`src/hw/rtl/sta_pkg.sv`:
```
// Shared types, sizes and helper functions for the sorted term accumulator.
// Used by sta_ctrl, sta_dpath, the top level and the checker; no dependencies.
package sta_pkg;

    // Table geometry
    localparam int MAX_TERMS = 32;
    localparam int EXP_WIDTH = 8;
    localparam int IDX_W     = $clog2(MAX_TERMS);
    localparam int CNT_W     = $clog2(MAX_TERMS + 1);

    // Fixed port widths
    localparam int OP_W       = 2;
    localparam int COEF_W     = 32;
    localparam int EXP_PORT_W = 8;
    localparam int POS_W      = 6;
    localparam int STATUS_W   = 2;
    localparam int ENTRY_W    = COEF_W + EXP_WIDTH;

    typedef enum logic [OP_W-1:0] {
        OP_ADD    = 2'd0,
        OP_SUB    = 2'd1,
        OP_REMOVE = 2'd2,
        OP_READ   = 2'd3
    } t_op;

    typedef enum logic [STATUS_W-1:0] {
        ST_DONE    = 2'd0,
        ST_CHANGED = 2'd1,
        ST_FULL    = 2'd2,
        ST_NONE    = 2'd3
    } t_status;

    // Kind of result beat to build
    typedef enum logic [2:0] {
        K_MERGE  = 3'd0,
        K_INSERT = 3'd1,
        K_FULL   = 3'd2,
        K_REMOVE = 3'd3,
        K_NONE   = 3'd4,
        K_READ   = 3'd5
    } t_kind;

    // Table write data source
    typedef enum logic [1:0] {
        W_SHIFT = 2'd0,
        W_NEW   = 2'd1,
        W_SUM   = 2'd2
    } t_wsel;

    // Controller to datapath
    typedef struct packed {
        logic             load;
        logic             save_exp;
        logic             we;
        t_wsel            wsel;
        logic [IDX_W-1:0] waddr;
        logic [IDX_W-1:0] raddr;
        logic             emit;
        t_kind            kind;
        logic [CNT_W-1:0] pos;
        logic             last;
    } t_cmd;

    // Datapath to controller
    typedef struct packed {
        logic gt;
        logic eq;
        logic coef_zero;
        logic out_free;
    } t_sts;

    // Saturate an exact 34-bit sum to Q16.16 range
    function automatic logic [COEF_W-1:0] sat_q(input logic [COEF_W+1:0] v);
        if (v[COEF_W+1:COEF_W-1] == 3'b000 || v[COEF_W+1:COEF_W-1] == 3'b111) begin
            return v[COEF_W-1:0];
        end else if (v[COEF_W+1]) begin
            return {1'b1, {(COEF_W-1){1'b0}}};
        end else begin
            return {1'b0, {(COEF_W-1){1'b1}}};
        end
    endfunction

    // Low EXP_WIDTH bits of the zero-extended exponent port
    function automatic logic [EXP_WIDTH-1:0] exp_from_port(input logic [EXP_PORT_W-1:0] p);
        logic [EXP_WIDTH+EXP_PORT_W-1:0] ext;
        ext = {{EXP_WIDTH{1'b0}}, p};
        return ext[EXP_WIDTH-1:0];
    endfunction

    // Stored exponent bits shown on the 8-bit port
    function automatic logic [EXP_PORT_W-1:0] exp_to_port(input logic [EXP_WIDTH-1:0] e);
        logic [EXP_WIDTH+EXP_PORT_W-1:0] ext;
        ext = {{EXP_PORT_W{1'b0}}, e};
        return ext[EXP_PORT_W-1:0];
    endfunction

    // One-based position resized to the port width
    function automatic logic [POS_W-1:0] pos_to_port(input logic [CNT_W-1:0] p);
        logic [CNT_W+POS_W-1:0] ext;
        ext = {{POS_W{1'b0}}, p};
        return ext[POS_W-1:0];
    endfunction

endpackage

```
`src/hw/rtl/sorted_term_accumulator_core.sv`:
```
// Top level of the sorted term accumulator: one sparse polynomial in a sorted term table.
// Depends on sta_pkg, sta_ctrl, sta_dpath (which holds the sta_ram table).
//
//  channel | direction | handshake                  | payload
//  --------+-----------+----------------------------+------------------------------------
//  in      | input     | i_in_valid / o_in_stall    | operation, term_coefficient,
//          |           |                            | term_exponent
//  out     | output    | o_out_valid / i_out_stall  | position, out_coefficient,
//          |           |                            | out_exponent, status, last
//
// One item at a time. Add/subtract accepts the item, scans for its exponent, shifts later
// entries toward the tail on an insert and replies with one beat; a miss on a full table
// replies without a shift. Remove scans for the first zero coefficient and shifts later
// entries toward the head; read gives one beat per term, one beat on an empty table. The term
// table's single read and single write port move one entry per cycle during scan and shift.
// Reset clears term count, state and output valid; entries are never read before being written.
// A stalled output holds its beat; the block waits before emitting while the slot is full.
module sorted_term_accumulator_core (
    input  logic                                  i_clk,
    input  logic                                  i_rst_n,
    input  logic                                  i_in_valid,
    output logic                                  o_in_stall,
    input  logic [sta_pkg::OP_W-1:0]              i_operation,
    input  logic signed [sta_pkg::COEF_W-1:0]     i_term_coefficient,
    input  logic signed [sta_pkg::EXP_PORT_W-1:0] i_term_exponent,
    output logic                                  o_out_valid,
    input  logic                                  i_out_stall,
    output logic [sta_pkg::POS_W-1:0]             o_position,
    output logic signed [sta_pkg::COEF_W-1:0]     o_out_coefficient,
    output logic signed [sta_pkg::EXP_PORT_W-1:0] o_out_exponent,
    output logic [sta_pkg::STATUS_W-1:0]          o_status,
    output logic                                  o_last
);
    import sta_pkg::*;

    t_cmd w_cmd;
    t_sts w_sts;

    // Sequencer
    sta_ctrl u_ctrl (
        .i_clk       (i_clk),
        .i_rst_n     (i_rst_n),
        .i_in_valid  (i_in_valid),
        .i_operation (i_operation),
        .o_in_stall  (o_in_stall),
        .i_sts       (w_sts),
        .o_cmd       (w_cmd)
    );

    // Table, arithmetic and result register
    sta_dpath u_dpath (
        .i_clk              (i_clk),
        .i_rst_n            (i_rst_n),
        .i_operation        (i_operation),
        .i_term_coefficient (i_term_coefficient),
        .i_term_exponent    (i_term_exponent),
        .i_cmd              (w_cmd),
        .o_sts              (w_sts),
        .i_out_stall        (i_out_stall),
        .o_out_valid        (o_out_valid),
        .o_position         (o_position),
        .o_out_coefficient  (o_out_coefficient),
        .o_out_exponent     (o_out_exponent),
        .o_status           (o_status),
        .o_last             (o_last)
    );

endmodule

```
`src/hw/rtl/sta_ram.sv`:
```
// Generic single-write, single-read RAM with registered read data.
// No dependencies.
module sta_ram #(
    parameter int WIDTH = 8,
    parameter int DEPTH = 4
) (
    input  logic                     i_clk,
    input  logic                     i_we,
    input  logic [$clog2(DEPTH)-1:0] i_waddr,
    input  logic [WIDTH-1:0]         i_wdata,
    input  logic [$clog2(DEPTH)-1:0] i_raddr,
    output logic [WIDTH-1:0]         o_rdata
);

    logic [WIDTH-1:0] r_mem [DEPTH];
    logic [WIDTH-1:0] r_rdata;

    // Write port and registered read port
    always_ff @(posedge i_clk) begin
        if (i_we) begin
            r_mem[i_waddr] <= i_wdata;
        end
        r_rdata <= r_mem[i_raddr];
    end

    assign o_rdata = r_rdata;

endmodule

```
`src/hw/rtl/sta_ctrl.sv`:
```
// Controller state machine of the sorted term accumulator: scan, shift, read, reply.
// Depends on sta_pkg; drives the datapath through t_cmd and reads t_sts.
module sta_ctrl (
    input  logic                       i_clk,
    input  logic                       i_rst_n,
    input  logic                       i_in_valid,
    input  logic [sta_pkg::OP_W-1:0]   i_operation,
    output logic                       o_in_stall,
    input  sta_pkg::t_sts              i_sts,
    output sta_pkg::t_cmd              o_cmd
);
    import sta_pkg::*;

    typedef enum logic [5:0] {
        S_IDLE     = 6'b000001,
        S_SCAN     = 6'b000010,
        S_SHIFT_DN = 6'b000100,
        S_SHIFT_UP = 6'b001000,
        S_READ     = 6'b010000,
        S_REPLY    = 6'b100000
    } t_state;

    t_state           r_state, n_state;
    logic [CNT_W-1:0] r_idx, n_idx;
    logic [CNT_W-1:0] r_pos, n_pos;
    logic [CNT_W-1:0] r_count, n_count;
    t_kind            r_kind, n_kind;
    logic             r_remove, n_remove;
    t_cmd             cmd;

    logic [CNT_W-1:0] w_idx_inc;
    logic [CNT_W-1:0] w_idx_dec;
    logic [CNT_W-1:0] w_pos_inc;
    logic             w_full;
    logic             w_at_end;

    assign w_idx_inc = r_idx + CNT_W'(1);
    assign w_idx_dec = r_idx - CNT_W'(1);
    assign w_pos_inc = r_pos + CNT_W'(1);
    assign w_full    = (r_count == CNT_W'(MAX_TERMS));
    assign w_at_end  = (r_idx == r_count);

    // Next state and commands
    always_comb begin
        n_state  = r_state;
        n_idx    = r_idx;
        n_pos    = r_pos;
        n_count  = r_count;
        n_kind   = r_kind;
        n_remove = r_remove;
        cmd      = '0;

        case (r_state)
            S_IDLE: begin
                if (i_in_valid) begin
                    cmd.load = 1'b1;
                    n_idx    = '0;
                    n_remove = (t_op'(i_operation) == OP_REMOVE);
                    n_state  = (t_op'(i_operation) == OP_READ) ? S_READ : S_SCAN;
                end
            end
            S_SCAN: begin
                // RAM output holds entry r_idx
                if (w_at_end) begin
                    n_pos   = r_idx;
                    n_state = S_REPLY;
                    if (r_remove) begin
                        n_kind = K_NONE;
                    end else if (w_full) begin
                        n_kind = K_FULL;
                    end else begin
                        n_kind = K_INSERT;
                    end
                end else if (r_remove) begin
                    if (i_sts.coef_zero) begin
                        n_pos        = r_idx;
                        cmd.save_exp = 1'b1;
                        if (w_idx_inc == r_count) begin
                            n_kind  = K_REMOVE;
                            n_state = S_REPLY;
                        end else begin
                            n_idx   = w_idx_inc;
                            n_state = S_SHIFT_UP;
                        end
                    end else begin
                        n_idx = w_idx_inc;
                    end
                end else if (i_sts.gt) begin
                    n_idx = w_idx_inc;
                end else if (i_sts.eq) begin
                    n_pos   = r_idx;
                    n_kind  = K_MERGE;
                    n_state = S_REPLY;
                end else begin
                    // New exponent goes in front of entry r_idx
                    n_pos = r_idx;
                    if (w_full) begin
                        n_kind  = K_FULL;
                        n_state = S_REPLY;
                    end else begin
                        n_idx   = r_count - CNT_W'(1);
                        n_state = S_SHIFT_DN;
                    end
                end
            end
            S_SHIFT_DN: begin
                // Move entry r_idx one place toward the tail
                cmd.we    = 1'b1;
                cmd.wsel  = W_SHIFT;
                cmd.waddr = w_idx_inc[IDX_W-1:0];
                if (r_idx == r_pos) begin
                    n_kind  = K_INSERT;
                    n_state = S_REPLY;
                end else begin
                    n_idx = w_idx_dec;
                end
            end
            S_SHIFT_UP: begin
                // Move entry r_idx one place toward the head
                cmd.we    = 1'b1;
                cmd.wsel  = W_SHIFT;
                cmd.waddr = w_idx_dec[IDX_W-1:0];
                if (w_idx_inc == r_count) begin
                    n_kind  = K_REMOVE;
                    n_state = S_REPLY;
                end else begin
                    n_idx = w_idx_inc;
                end
            end
            S_READ: begin
                if (r_count == '0) begin
                    n_pos   = '0;
                    n_kind  = K_NONE;
                    n_state = S_REPLY;
                end else if (i_sts.out_free) begin
                    cmd.emit = 1'b1;
                    cmd.kind = K_READ;
                    cmd.pos  = w_idx_inc;
                    cmd.last = (w_idx_inc == r_count);
                    if (w_idx_inc == r_count) begin
                        n_state = S_IDLE;
                    end else begin
                        n_idx = w_idx_inc;
                    end
                end
            end
            S_REPLY: begin
                if (i_sts.out_free) begin
                    cmd.emit = 1'b1;
                    cmd.kind = r_kind;
                    cmd.pos  = w_pos_inc;
                    cmd.last = 1'b1;
                    n_state  = S_IDLE;
                    case (r_kind)
                        K_MERGE: begin
                            cmd.we    = 1'b1;
                            cmd.wsel  = W_SUM;
                            cmd.waddr = r_pos[IDX_W-1:0];
                        end
                        K_INSERT: begin
                            cmd.we    = 1'b1;
                            cmd.wsel  = W_NEW;
                            cmd.waddr = r_pos[IDX_W-1:0];
                            n_count   = r_count + CNT_W'(1);
                        end
                        K_REMOVE: begin
                            n_count = r_count - CNT_W'(1);
                        end
                        default: begin
                        end
                    endcase
                end
            end
            default: begin
                n_state = S_IDLE;
            end
        endcase

        // Read address follows the next index so RAM data tracks r_idx
        cmd.raddr = n_idx[IDX_W-1:0];
    end

    // Control registers
    always_ff @(posedge i_clk) begin
        if (!i_rst_n) begin
            r_state  <= S_IDLE;
            r_idx    <= '0;
            r_pos    <= '0;
            r_count  <= '0;
            r_kind   <= K_NONE;
            r_remove <= 1'b0;
        end else begin
            r_state  <= n_state;
            r_idx    <= n_idx;
            r_pos    <= n_pos;
            r_count  <= n_count;
            r_kind   <= n_kind;
            r_remove <= n_remove;
        end
    end

    assign o_in_stall = (r_state != S_IDLE);
    assign o_cmd      = cmd;

endmodule

```
`src/hw/rtl/sta_dpath.sv`:
```
// Datapath of the sorted term accumulator: item registers, term table RAM,
// saturating adder, compares and the output register. Depends on sta_pkg, sta_ram.
module sta_dpath (
    input  logic                               i_clk,
    input  logic                               i_rst_n,
    input  logic [sta_pkg::OP_W-1:0]           i_operation,
    input  logic signed [sta_pkg::COEF_W-1:0]  i_term_coefficient,
    input  logic signed [sta_pkg::EXP_PORT_W-1:0] i_term_exponent,
    input  sta_pkg::t_cmd                      i_cmd,
    output sta_pkg::t_sts                      o_sts,
    input  logic                               i_out_stall,
    output logic                               o_out_valid,
    output logic [sta_pkg::POS_W-1:0]          o_position,
    output logic signed [sta_pkg::COEF_W-1:0]  o_out_coefficient,
    output logic signed [sta_pkg::EXP_PORT_W-1:0] o_out_exponent,
    output logic [sta_pkg::STATUS_W-1:0]       o_status,
    output logic                               o_last
);
    import sta_pkg::*;

    // Item registers
    logic [COEF_W:0]      r_delta, n_delta;
    logic [EXP_WIDTH-1:0] r_exp;
    logic [EXP_WIDTH-1:0] r_saved_exp;

    // Output register
    logic                  r_out_valid;
    logic [POS_W-1:0]      r_position, n_position;
    logic [COEF_W-1:0]     r_coef, n_coef;
    logic [EXP_PORT_W-1:0] r_exp_out, n_exp_out;
    t_status               r_status, n_status;
    logic                  r_last;

    logic [ENTRY_W-1:0]   w_rdata;
    logic [ENTRY_W-1:0]   w_wdata;
    logic [COEF_W-1:0]    w_rd_coef;
    logic [EXP_WIDTH-1:0] w_rd_exp;
    logic [COEF_W+1:0]    w_sum;
    logic [COEF_W-1:0]    w_sum_sat;
    logic [COEF_W-1:0]    w_new_sat;
    logic [COEF_W:0]      w_cext;

    assign w_rd_coef = w_rdata[EXP_WIDTH +: COEF_W];
    assign w_rd_exp  = w_rdata[EXP_WIDTH-1:0];

    // Signed delta: subtract negates the coefficient exactly
    assign w_cext  = {i_term_coefficient[COEF_W-1], i_term_coefficient};
    assign n_delta = (t_op'(i_operation) == OP_SUB) ? (~w_cext + (COEF_W+1)'(1)) : w_cext;

    always_ff @(posedge i_clk) begin
        if (i_cmd.load) begin
            r_delta <= n_delta;
            r_exp   <= exp_from_port(i_term_exponent);
        end
        if (i_cmd.save_exp) begin
            r_saved_exp <= w_rd_exp;
        end
    end

    // Saturating merge and insert values
    assign w_sum     = {{2{w_rd_coef[COEF_W-1]}}, w_rd_coef} + {r_delta[COEF_W], r_delta};
    assign w_sum_sat = sat_q(w_sum);
    assign w_new_sat = sat_q({r_delta[COEF_W], r_delta});

    // Table write data
    always_comb begin
        case (i_cmd.wsel)
            W_SHIFT: w_wdata = w_rdata;
            W_NEW:   w_wdata = {w_new_sat, r_exp};
            W_SUM:   w_wdata = {w_sum_sat, r_exp};
            default: w_wdata = w_rdata;
        endcase
    end

    sta_ram #(
        .WIDTH (ENTRY_W),
        .DEPTH (MAX_TERMS)
    ) u_table (
        .i_clk   (i_clk),
        .i_we    (i_cmd.we),
        .i_waddr (i_cmd.waddr),
        .i_wdata (w_wdata),
        .i_raddr (i_cmd.raddr),
        .o_rdata (w_rdata)
    );

    // Status back to the controller
    assign o_sts.gt        = ($signed(w_rd_exp) > $signed(r_exp));
    assign o_sts.eq        = (w_rd_exp == r_exp);
    assign o_sts.coef_zero = (w_rd_coef == '0);
    assign o_sts.out_free  = !r_out_valid || !i_out_stall;

    // Result beat contents
    always_comb begin
        n_position = pos_to_port(i_cmd.pos);
        n_coef     = '0;
        n_exp_out  = '0;
        n_status   = ST_NONE;
        case (i_cmd.kind)
            K_MERGE: begin
                n_coef    = w_sum_sat;
                n_exp_out = exp_to_port(r_exp);
                n_status  = ST_DONE;
            end
            K_INSERT: begin
                n_coef    = w_new_sat;
                n_exp_out = exp_to_port(r_exp);
                n_status  = ST_CHANGED;
            end
            K_FULL: begin
                n_position = '0;
                n_status   = ST_FULL;
            end
            K_REMOVE: begin
                n_exp_out = exp_to_port(r_saved_exp);
                n_status  = ST_CHANGED;
            end
            K_READ: begin
                n_coef    = w_rd_coef;
                n_exp_out = exp_to_port(w_rd_exp);
                n_status  = ST_DONE;
            end
            default: begin
                n_position = '0;
                n_status   = ST_NONE;
            end
        endcase
    end

    // Output register; controller emits only when the slot is free
    always_ff @(posedge i_clk) begin
        if (!i_rst_n) begin
            r_out_valid <= 1'b0;
        end else if (i_cmd.emit) begin
            r_out_valid <= 1'b1;
        end else if (!i_out_stall) begin
            r_out_valid <= 1'b0;
        end
    end

    always_ff @(posedge i_clk) begin
        if (i_cmd.emit) begin
            r_position <= n_position;
            r_coef     <= n_coef;
            r_exp_out  <= n_exp_out;
            r_status   <= n_status;
            r_last     <= i_cmd.last;
        end
    end

    assign o_out_valid       = r_out_valid;
    assign o_position        = r_position;
    assign o_out_coefficient = r_coef;
    assign o_out_exponent    = r_exp_out;
    assign o_status          = r_status;
    assign o_last            = r_last;

endmodule

```
`config.mk`:
```
export PLATFORM = sky130hd
export DESIGN_NAME = sorted_term_accumulator_core
export DESIGN_NICKNAME = d
export VERILOG_FILES = /design/src/hw/rtl/sta_pkg.sv /design/src/hw/rtl/sorted_term_accumulator_core.sv /design/src/hw/rtl/sta_ram.sv /design/src/hw/rtl/sta_ctrl.sv /design/src/hw/rtl/sta_dpath.sv
export SDC_FILE = /design/constraint.sdc
export NUM_CORES = 2
export LEC_CHECK = 0
export BUFFER_PORTS_ARGS = -buffer_cell sky130_fd_sc_hd__buf_2
export CAP_MARGIN = 0
export CORE_ASPECT_RATIO = 0.8
export CORE_UTILIZATION = 30
export DETAILED_ROUTE_END_ITERATION = 7
export PLACE_DENSITY_LB_ADDON = 0.15
export SLEW_MARGIN = 20
export SYNTH_ARGS = -nofsm -noshare
export SYNTH_HDL_FRONTEND = slang
export SYNTH_SLANG_ARGS = --single-unit
```
`constraint.sdc`:
```
create_clock -name i_clk -period 8.8 [get_ports i_clk]
set_clock_uncertainty 0.2 [all_clocks]
set_input_delay 1.32 -clock i_clk [delete_from_list [all_inputs] [get_ports i_clk]]
set_output_delay 1.32 -clock i_clk [all_outputs]
set_load 0.02 [all_outputs]
```
# After elaboration in Yosys (flattened, before gate mapping)
# Memories as Yosys holds them, arrays and structs flattened. A register that Yosys moved wholly into a read port is not among the register bits.
# Cells that the tools add are included.
[totals]
memories = 1
wordCells = 166
mem_bits_rw = 1280
register_bits = 127
inputBits = 46
[memory_table]
columns = ["memory", "words", "width", "read_ports", "rd_ports_with_merged_regs", "write_ports", "line", "rtl"]
rows = [
  ["u_dpath.u_table.r_mem", 32, 40, 1, 1, 1, "sta_ram.sv:15", "logic [WIDTH-1:0] r_mem [DEPTH];"],
]
[classes]
n_eq_ne = 42
addsub = 7
n_reduce_logical = 25
order_cmp = 1
bitwise = 1
mux = 73
[op_table]
columns = ["op", "n"]
rows = [
  ["$mux 6", 30],
  ["$mux 32", 4],
  ["$pmux 32 s3", 1],
  ["$pmux 40 s2", 1],
  ["$pmux 8 s3", 2],
  ["$pmux 6 s6", 1],
  ["$add 32x33->34", 1],
  ["$add 33x1->33 const B", 1],
  ["$mux 11", 3],
  ["$mux 33", 1],
  ["$not 33->33", 1],
  ["$logic_not 32->1", 1],
  ["$mux 3", 10],
  ["$pmux 6 s5", 1],
  ["$pmux 6 s2", 2],
  ["$pmux 11 s2", 1],
  ["$add 6x1->6 const B", 3],
  ["$eq 6x6->1", 3],
  ["$pmux 8 s2", 1],
  ["$reduce_and 8->1", 2],
  ["$eq 6x6->1 const B", 2],
  ["$logic_not 3->1", 4],
  ["$ne 2x1->1 const B", 6],
  ["$pmux 3 s4", 1],
  ["other kinds (37)", 66],
]

# Longest topological paths before layout
[logic_depth]
ltp_word = 8
depth_mapped = 17

# Hierarchy
# From an unflattened synthesis, not the netlist that was laid out.
[unflattened]
cells_unflattened = 4077
area_unflattened_um2 = 61263.8
[by_module_without_submodules]
columns = ["module", "area_per_inst_um2", "instances", "cells_per_inst"]
rows = [
  ["sta_ram", 50564.7, 1, 2813],
  ["sta_dpath", 7702.4, 1, 836],
  ["sta_ctrl", 2996.6, 1, 428],
]

# Worst setup path after synthesis
# OpenSTA, ideal clock, no wires.
[synth_path]
path_type = "in2reg"
start = "input i_out_stall"
end = "memory u_dpath.u_table.r_mem[12][0] (netlist bit), enable pin"
t_arrival_ns = 4.431
path_buffers = 0
setup_slack_ns = 3.732
setup_time_ns = 0.437
cell_stages = 7
path_cell_list = "nand2_1 nand2_1 nor3_1 a222oi_1 nand2b_1 or2_2 nor2_1"
[synth_between]
elab_chain_len = 6
[synth_lines]
columns = ["element", "line", "rtl"]
rows = [
  ["from (decl)", "sorted_term_accumulator_core.sv:27", "input logic i_out_stall,"],
  ["$logic_not 1->1 *", "sta_dpath.sv:91", "assign o_sts.out_free = !r_out_valid || !i_out_stall;"],
  ["$logic_or 1x1->1 *", "sta_dpath.sv:91", ""],
  ["$mux 8 *", "sta_ctrl.sv:148", "if (i_sts.out_free) begin"],
  ["$pmux 8 s3 *", "sta_ctrl.sv:53", "case (r_state)"],
  ["$mux 1", "sta_ram.sv:20", "if (i_we) begin"],
  ["$mux 1 (not written as such)", "sta_ram.sv:21", "r_mem[i_waddr] <= i_wdata;"],
  ["to (decl)", "sta_ram.sv:15", ""],
]
# Every way passes the cells marked *; elsewhere a longest branch is shown, timed or not.

# Final worst setup path
[layout_path]
start = "register u_dpath.u_table.r_rdata[9], in the netlist u_dpath.u_table.o_rdata[9] (read register of u_dpath.u_table.r_mem)"
end = "memory u_dpath.u_table.r_mem[1][31] (netlist bit), data pin"
[layout_between]
elab_chain_len = 5
[layout_lines]
columns = ["element", "line", "rtl"]
rows = [
  ["from (decl)", "sta_ram.sv:16", "logic [WIDTH-1:0] r_rdata;"],
  ["$add 32x33->34 *", "sta_dpath.sv:61", "assign w_sum = {{2{w_rd_coef[COEF_W-1]}}, w_rd_coef} + {r_delta[COEF_W], r_delta};"],
  ["$eq 3x3->1 / $logic_not 3->1 (equally long branches)", "sta_pkg.sv:74", "if (v[COEF_W+1:COEF_W-1] == 3'b000 || v[COEF_W+1:COEF_W-1] == 3'b111) begin"],
  ["$logic_or 1x1->1", "sta_pkg.sv:74", ""],
  ["$mux 32 *", "sta_pkg.sv:74", ""],
  ["$pmux 40 s2 *", "sta_dpath.sv:67", "case (i_cmd.wsel)"],
  ["net u_dpath.u_table.i_wdata[31]", "sta_ram.sv:10", "input logic [WIDTH-1:0] i_wdata,"],
]
# Mark *: on every way through the listed nets, which the timed path passes. The rest lies on a longest branch.

==> run_results.csv <==
group,metric,value,unit
critical_path,crit_buf_inv,2,
power,power_leakage,24.48,nW
die,fp.dieW,504.2,um
timing,rsz0062_at_grt,"false",
worst_hold_path,hold_class,"reg -> reg",
layout,nNetsFinal,4439,
synthesis,syn_inst,4230,
cts,worstSkewPairLatency,0.81,ns
synthesis,synth_edf_count,1378,
place,placed_area,64540,sq um
global_routing,grt_pass1_vias,35790,
critical_path,cp.arrival,6.56,ns
global_routing,grt-ovfl-total,0,
timing,finalCritPeriodShare,71.53,%
place,port_buffers,96,
critical_path,start_kind,"flop",
global_routing,grt_pass1_wl,283.8,mm
power,ir_drop,0.0001838,V
critical_path,crit_fanout,32,
detailed_routing,drt_iter0_markers,4097,
synthesis,yosysWarnings,0,
timing,slew_headroom,21.03,%
global_routing,grt_max_degree,112,
cts,clock_sinks,1447,
detailed_routing,antenna_left,0,
critical_path,crit_type,"reg -> reg",
die,core,200500,sq um
synthesis,synthArstFlopShare,0,%
run_status,outcome,"completed",
cts,numCtsBuffers,148,
cts,cts_tree,"done",
detailed_routing,drc_errors,0,
cts,post_cts_buffers,0,
timing,layout_min_cycle_time,6.294,ns
synthesis,synthDistinctLibCells,91,
timing,setup_tns,0,ns
synthesis,ys_seq_elements,1447,
timing,hold_slack,0.3122,ns
detailed_routing,via_count,37560,
die,ios,97,
synthesis,ys.flop_type,"edfxtp_1",
critical_path,endpoint_kind,"flop",
die,fp.dieH,403.7,um
detailed_routing,routed_wl,203.8,mm
cts,postCtsHoldBufs,0,
synthesis,synth_top_area_share,68.37,%
synthesis,avgSynthCellArea,14.31,sq um
detailed_routing,via_per_inst,5.259,
cts,clk_pin_slew,0.06,ns
critical_path,worst_path_most_repeated_cell,"and3_1",
layout,drive_above_1_share,12.71,%
critical_path,max_stage_delay,0.90,ns
layout,layout.cells.non_filler,7143,
synthesis,yosysSeqAreaShare,70.66,%
timing,tightestPinTransition,1.185,ns
global_routing,track_usage,19.59,%
timing,timing_max_transition_violations_final,0,
cts,cts_resized,0,
place,place_hpwl,118.9,mm
timing,fmaxAchievable,158.9,MHz
job,max_cap_viol_count,0,
synthesis,synth.area.top_cells,"edfxtp_1, mux2i_1, a21oi_1, nand2_1, dfxtp_1",
power,p_per_area,210.2,nW/um^2
die,die-area,203500,sq um
critical_path,critPathSlowestCell,"o21a_1",
place,dpl.cell_count,6872,
layout,finish.utilization,34.59,%
timing,setup_viol,0,
synthesis,yosysTopAreaCell,"edfxtp_1",
cts,htreeDepth,4,
timing,finalHoldViolations,0,
synthesis,syn-cell-area,60520,sq um
critical_path,crit_family,"compound AO/OA/AOI/OAI gates",
global_routing,antenna_found_initial,8,
critical_path,cp.required,9.06,ns
die,num_rows,147,
layout,syn_to_final_growth,14.58,%
detailed_routing,drt_first_pass_iters,5,
detailed_routing,wire_per_inst,28.53,um
cts,cts_buffer_depth,3,
place,gp_congestion,0.8659,
layout,final_area,69340,sq um
critical_path,worstPathCellList,"inv_1 > fa_1 > nand2b_1 > a21oi_1 > o211ai_1 > and3_1 > a211oi_1 > o21ai_1 > and3_1 > o31ai_2 > nand2_2 > buf_4 > o221ai_1 > o21a_1",
die,start_util,30.19,%
cts,cts_root_buf,"clkbuf_16",
synthesis,syn_nets,4328,
sequential cells by signal (all words and copies together), names as in the netlist:
name and cells:
u_ctrl.r_remove 1, u_ctrl.r_count 6, u_dpath.r_exp 8, u_dpath.r_delta 33
u_ctrl.r_pos 6, u_ctrl.r_idx 6, u_dpath.o_out_coefficient 32, u_dpath.o_out_valid 1
u_ctrl.r_kind 3, u_dpath.u_table.r_mem 1280, u_dpath.o_position 6, u_ctrl.r_state 6
u_dpath.o_last 1, u_dpath.o_out_exponent 8, u_dpath.r_saved_exp 8, u_dpath.u_table.o_rdata 40
u_dpath.o_status 2
routing by layer:
layer	track usage [%]	share of wire (%)	vias to the layer above
met2	29.37	44	1258
li1	-	-	16520
met5	0	0.013	-
met4	4.198	1.6	4
met3	2.865	5.9	227
met1	29.74	49	19560
cells in the final DEF (no fill, tap or decap), types with 10 or more instances in the layout:
cell       instances
clkinv_2          20
o21ai_0           60
o22ai_1          200
nor2_1           180
inv_1             59
xor2_1            36
a22oi_1           12
nor3_1            21
o211ai_1          10
buf_4             92
buf_12            15
a221oi_1          40
nor2_4            36
clkinv_1          23
a21oi_1          342
o221ai_1          21
mux2i_1          454
clkbuf_8          11
ha_1              51
o21a_1            22
mux2_2            43
clkbuf_16        152
or3_1             10
clkbuf_1          43
buf_2             96
nand4_1           12
nand2b_1          13
and3_1            16
edfxtp_1        1378
nand3_1           74
dfxtp_1           69
nand2_1          459
nor4_1            99
xnor2_1           51
a21o_1            20
synth_stat cells (20+ instances only):
cell and number:
xnor2_1 51, a21oi_1 347, nand2_1 461, a221oi_1 40
o21a_1 27, dfxtp_1 69, mux2_2 43, nor4_1 99
edfxtp_1 1378, nor3_1 21, o221ai_1 22, nand3_1 75
o21ai_0 69, a21o_1 20, nor2_1 215, o22ai_1 200
clkbuf_1 106, mux2i_1 454, xor2_1 36, buf_4 20
inv_1 59, ha_1 51, buf_2 88
layout make-up:
class | instances | area (sq um)
diodes | 1 | 2.502
fillers | 19530 | 131100
well taps | 2682 | 3356
clock inverters | 63 | 646.9
flip-flops and latches | 1447 | 42760
clock buffers | 206 | 4116
repair buffers | 204 | 1486
multi-input cells | 2479 | 16740
inverters | 61 | 229.0
kinds of logic after synthesis:
group	count (synthesis)	share of synthesized area (%)
adder cells (fa/ha/maj)	52	1.087
AND/OR/NAND/NOR	995	7.488
AO/OA/AOI/OAI	848	8.768
flip-flops	1447	70.66
multiplexers	497	8.309
buffers and inverters	304	2.433
XOR/XNOR	87	1.259
path summary, 6_finish.rpt:
| check | startpoint | endpoint | slack (ns) | cells past startpoint |
|---|---|---|---|---|
| max | u_dpath.u_table.o_rdata[9] | u_dpath.u_table.r_mem[1][31] | 2.51 | 14 |
| min | u_ctrl.r_pos[5] | u_ctrl.r_pos[5] | 0.31 | 2 |
| max reg2reg | u_dpath.u_table.o_rdata[9] | u_dpath.u_table.r_mem[1][31] | 2.51 | 14 |
| min reg2reg | u_ctrl.r_pos[5] | u_ctrl.r_pos[5] | 0.31 | 2 |
report_power, final:
part | switching [W] | internal [W] | leakage (nW)
logic | 0.000478 | 0.000247 | 9.18
registers | 0.0000432 | 0.00750 | 13.0
clock network | 0.00277 | 0.00353 | 2.33
total | 0.00329 | 0.0113 | 24.5
through the flow:
step / total power (W) / worst slack (ns)
3_5_place_dp: 0.008404 / 2.211
6_report: 0.01457 / 2.506
2_1_floorplan: 0.008158 / 3.732
3_3_place_gp: 0.008408 / 2.220
5_1_grt: 0.01503 / 2.244
4_1_cts: 0.01471 / 2.130
worst min-delay path: stages, from the launching register on:
cell,delay (ns)
dfxtp_1,0.34
nand2_1,0.06
a21boi_0,0.06
Power figures use the tool's default switching activity.
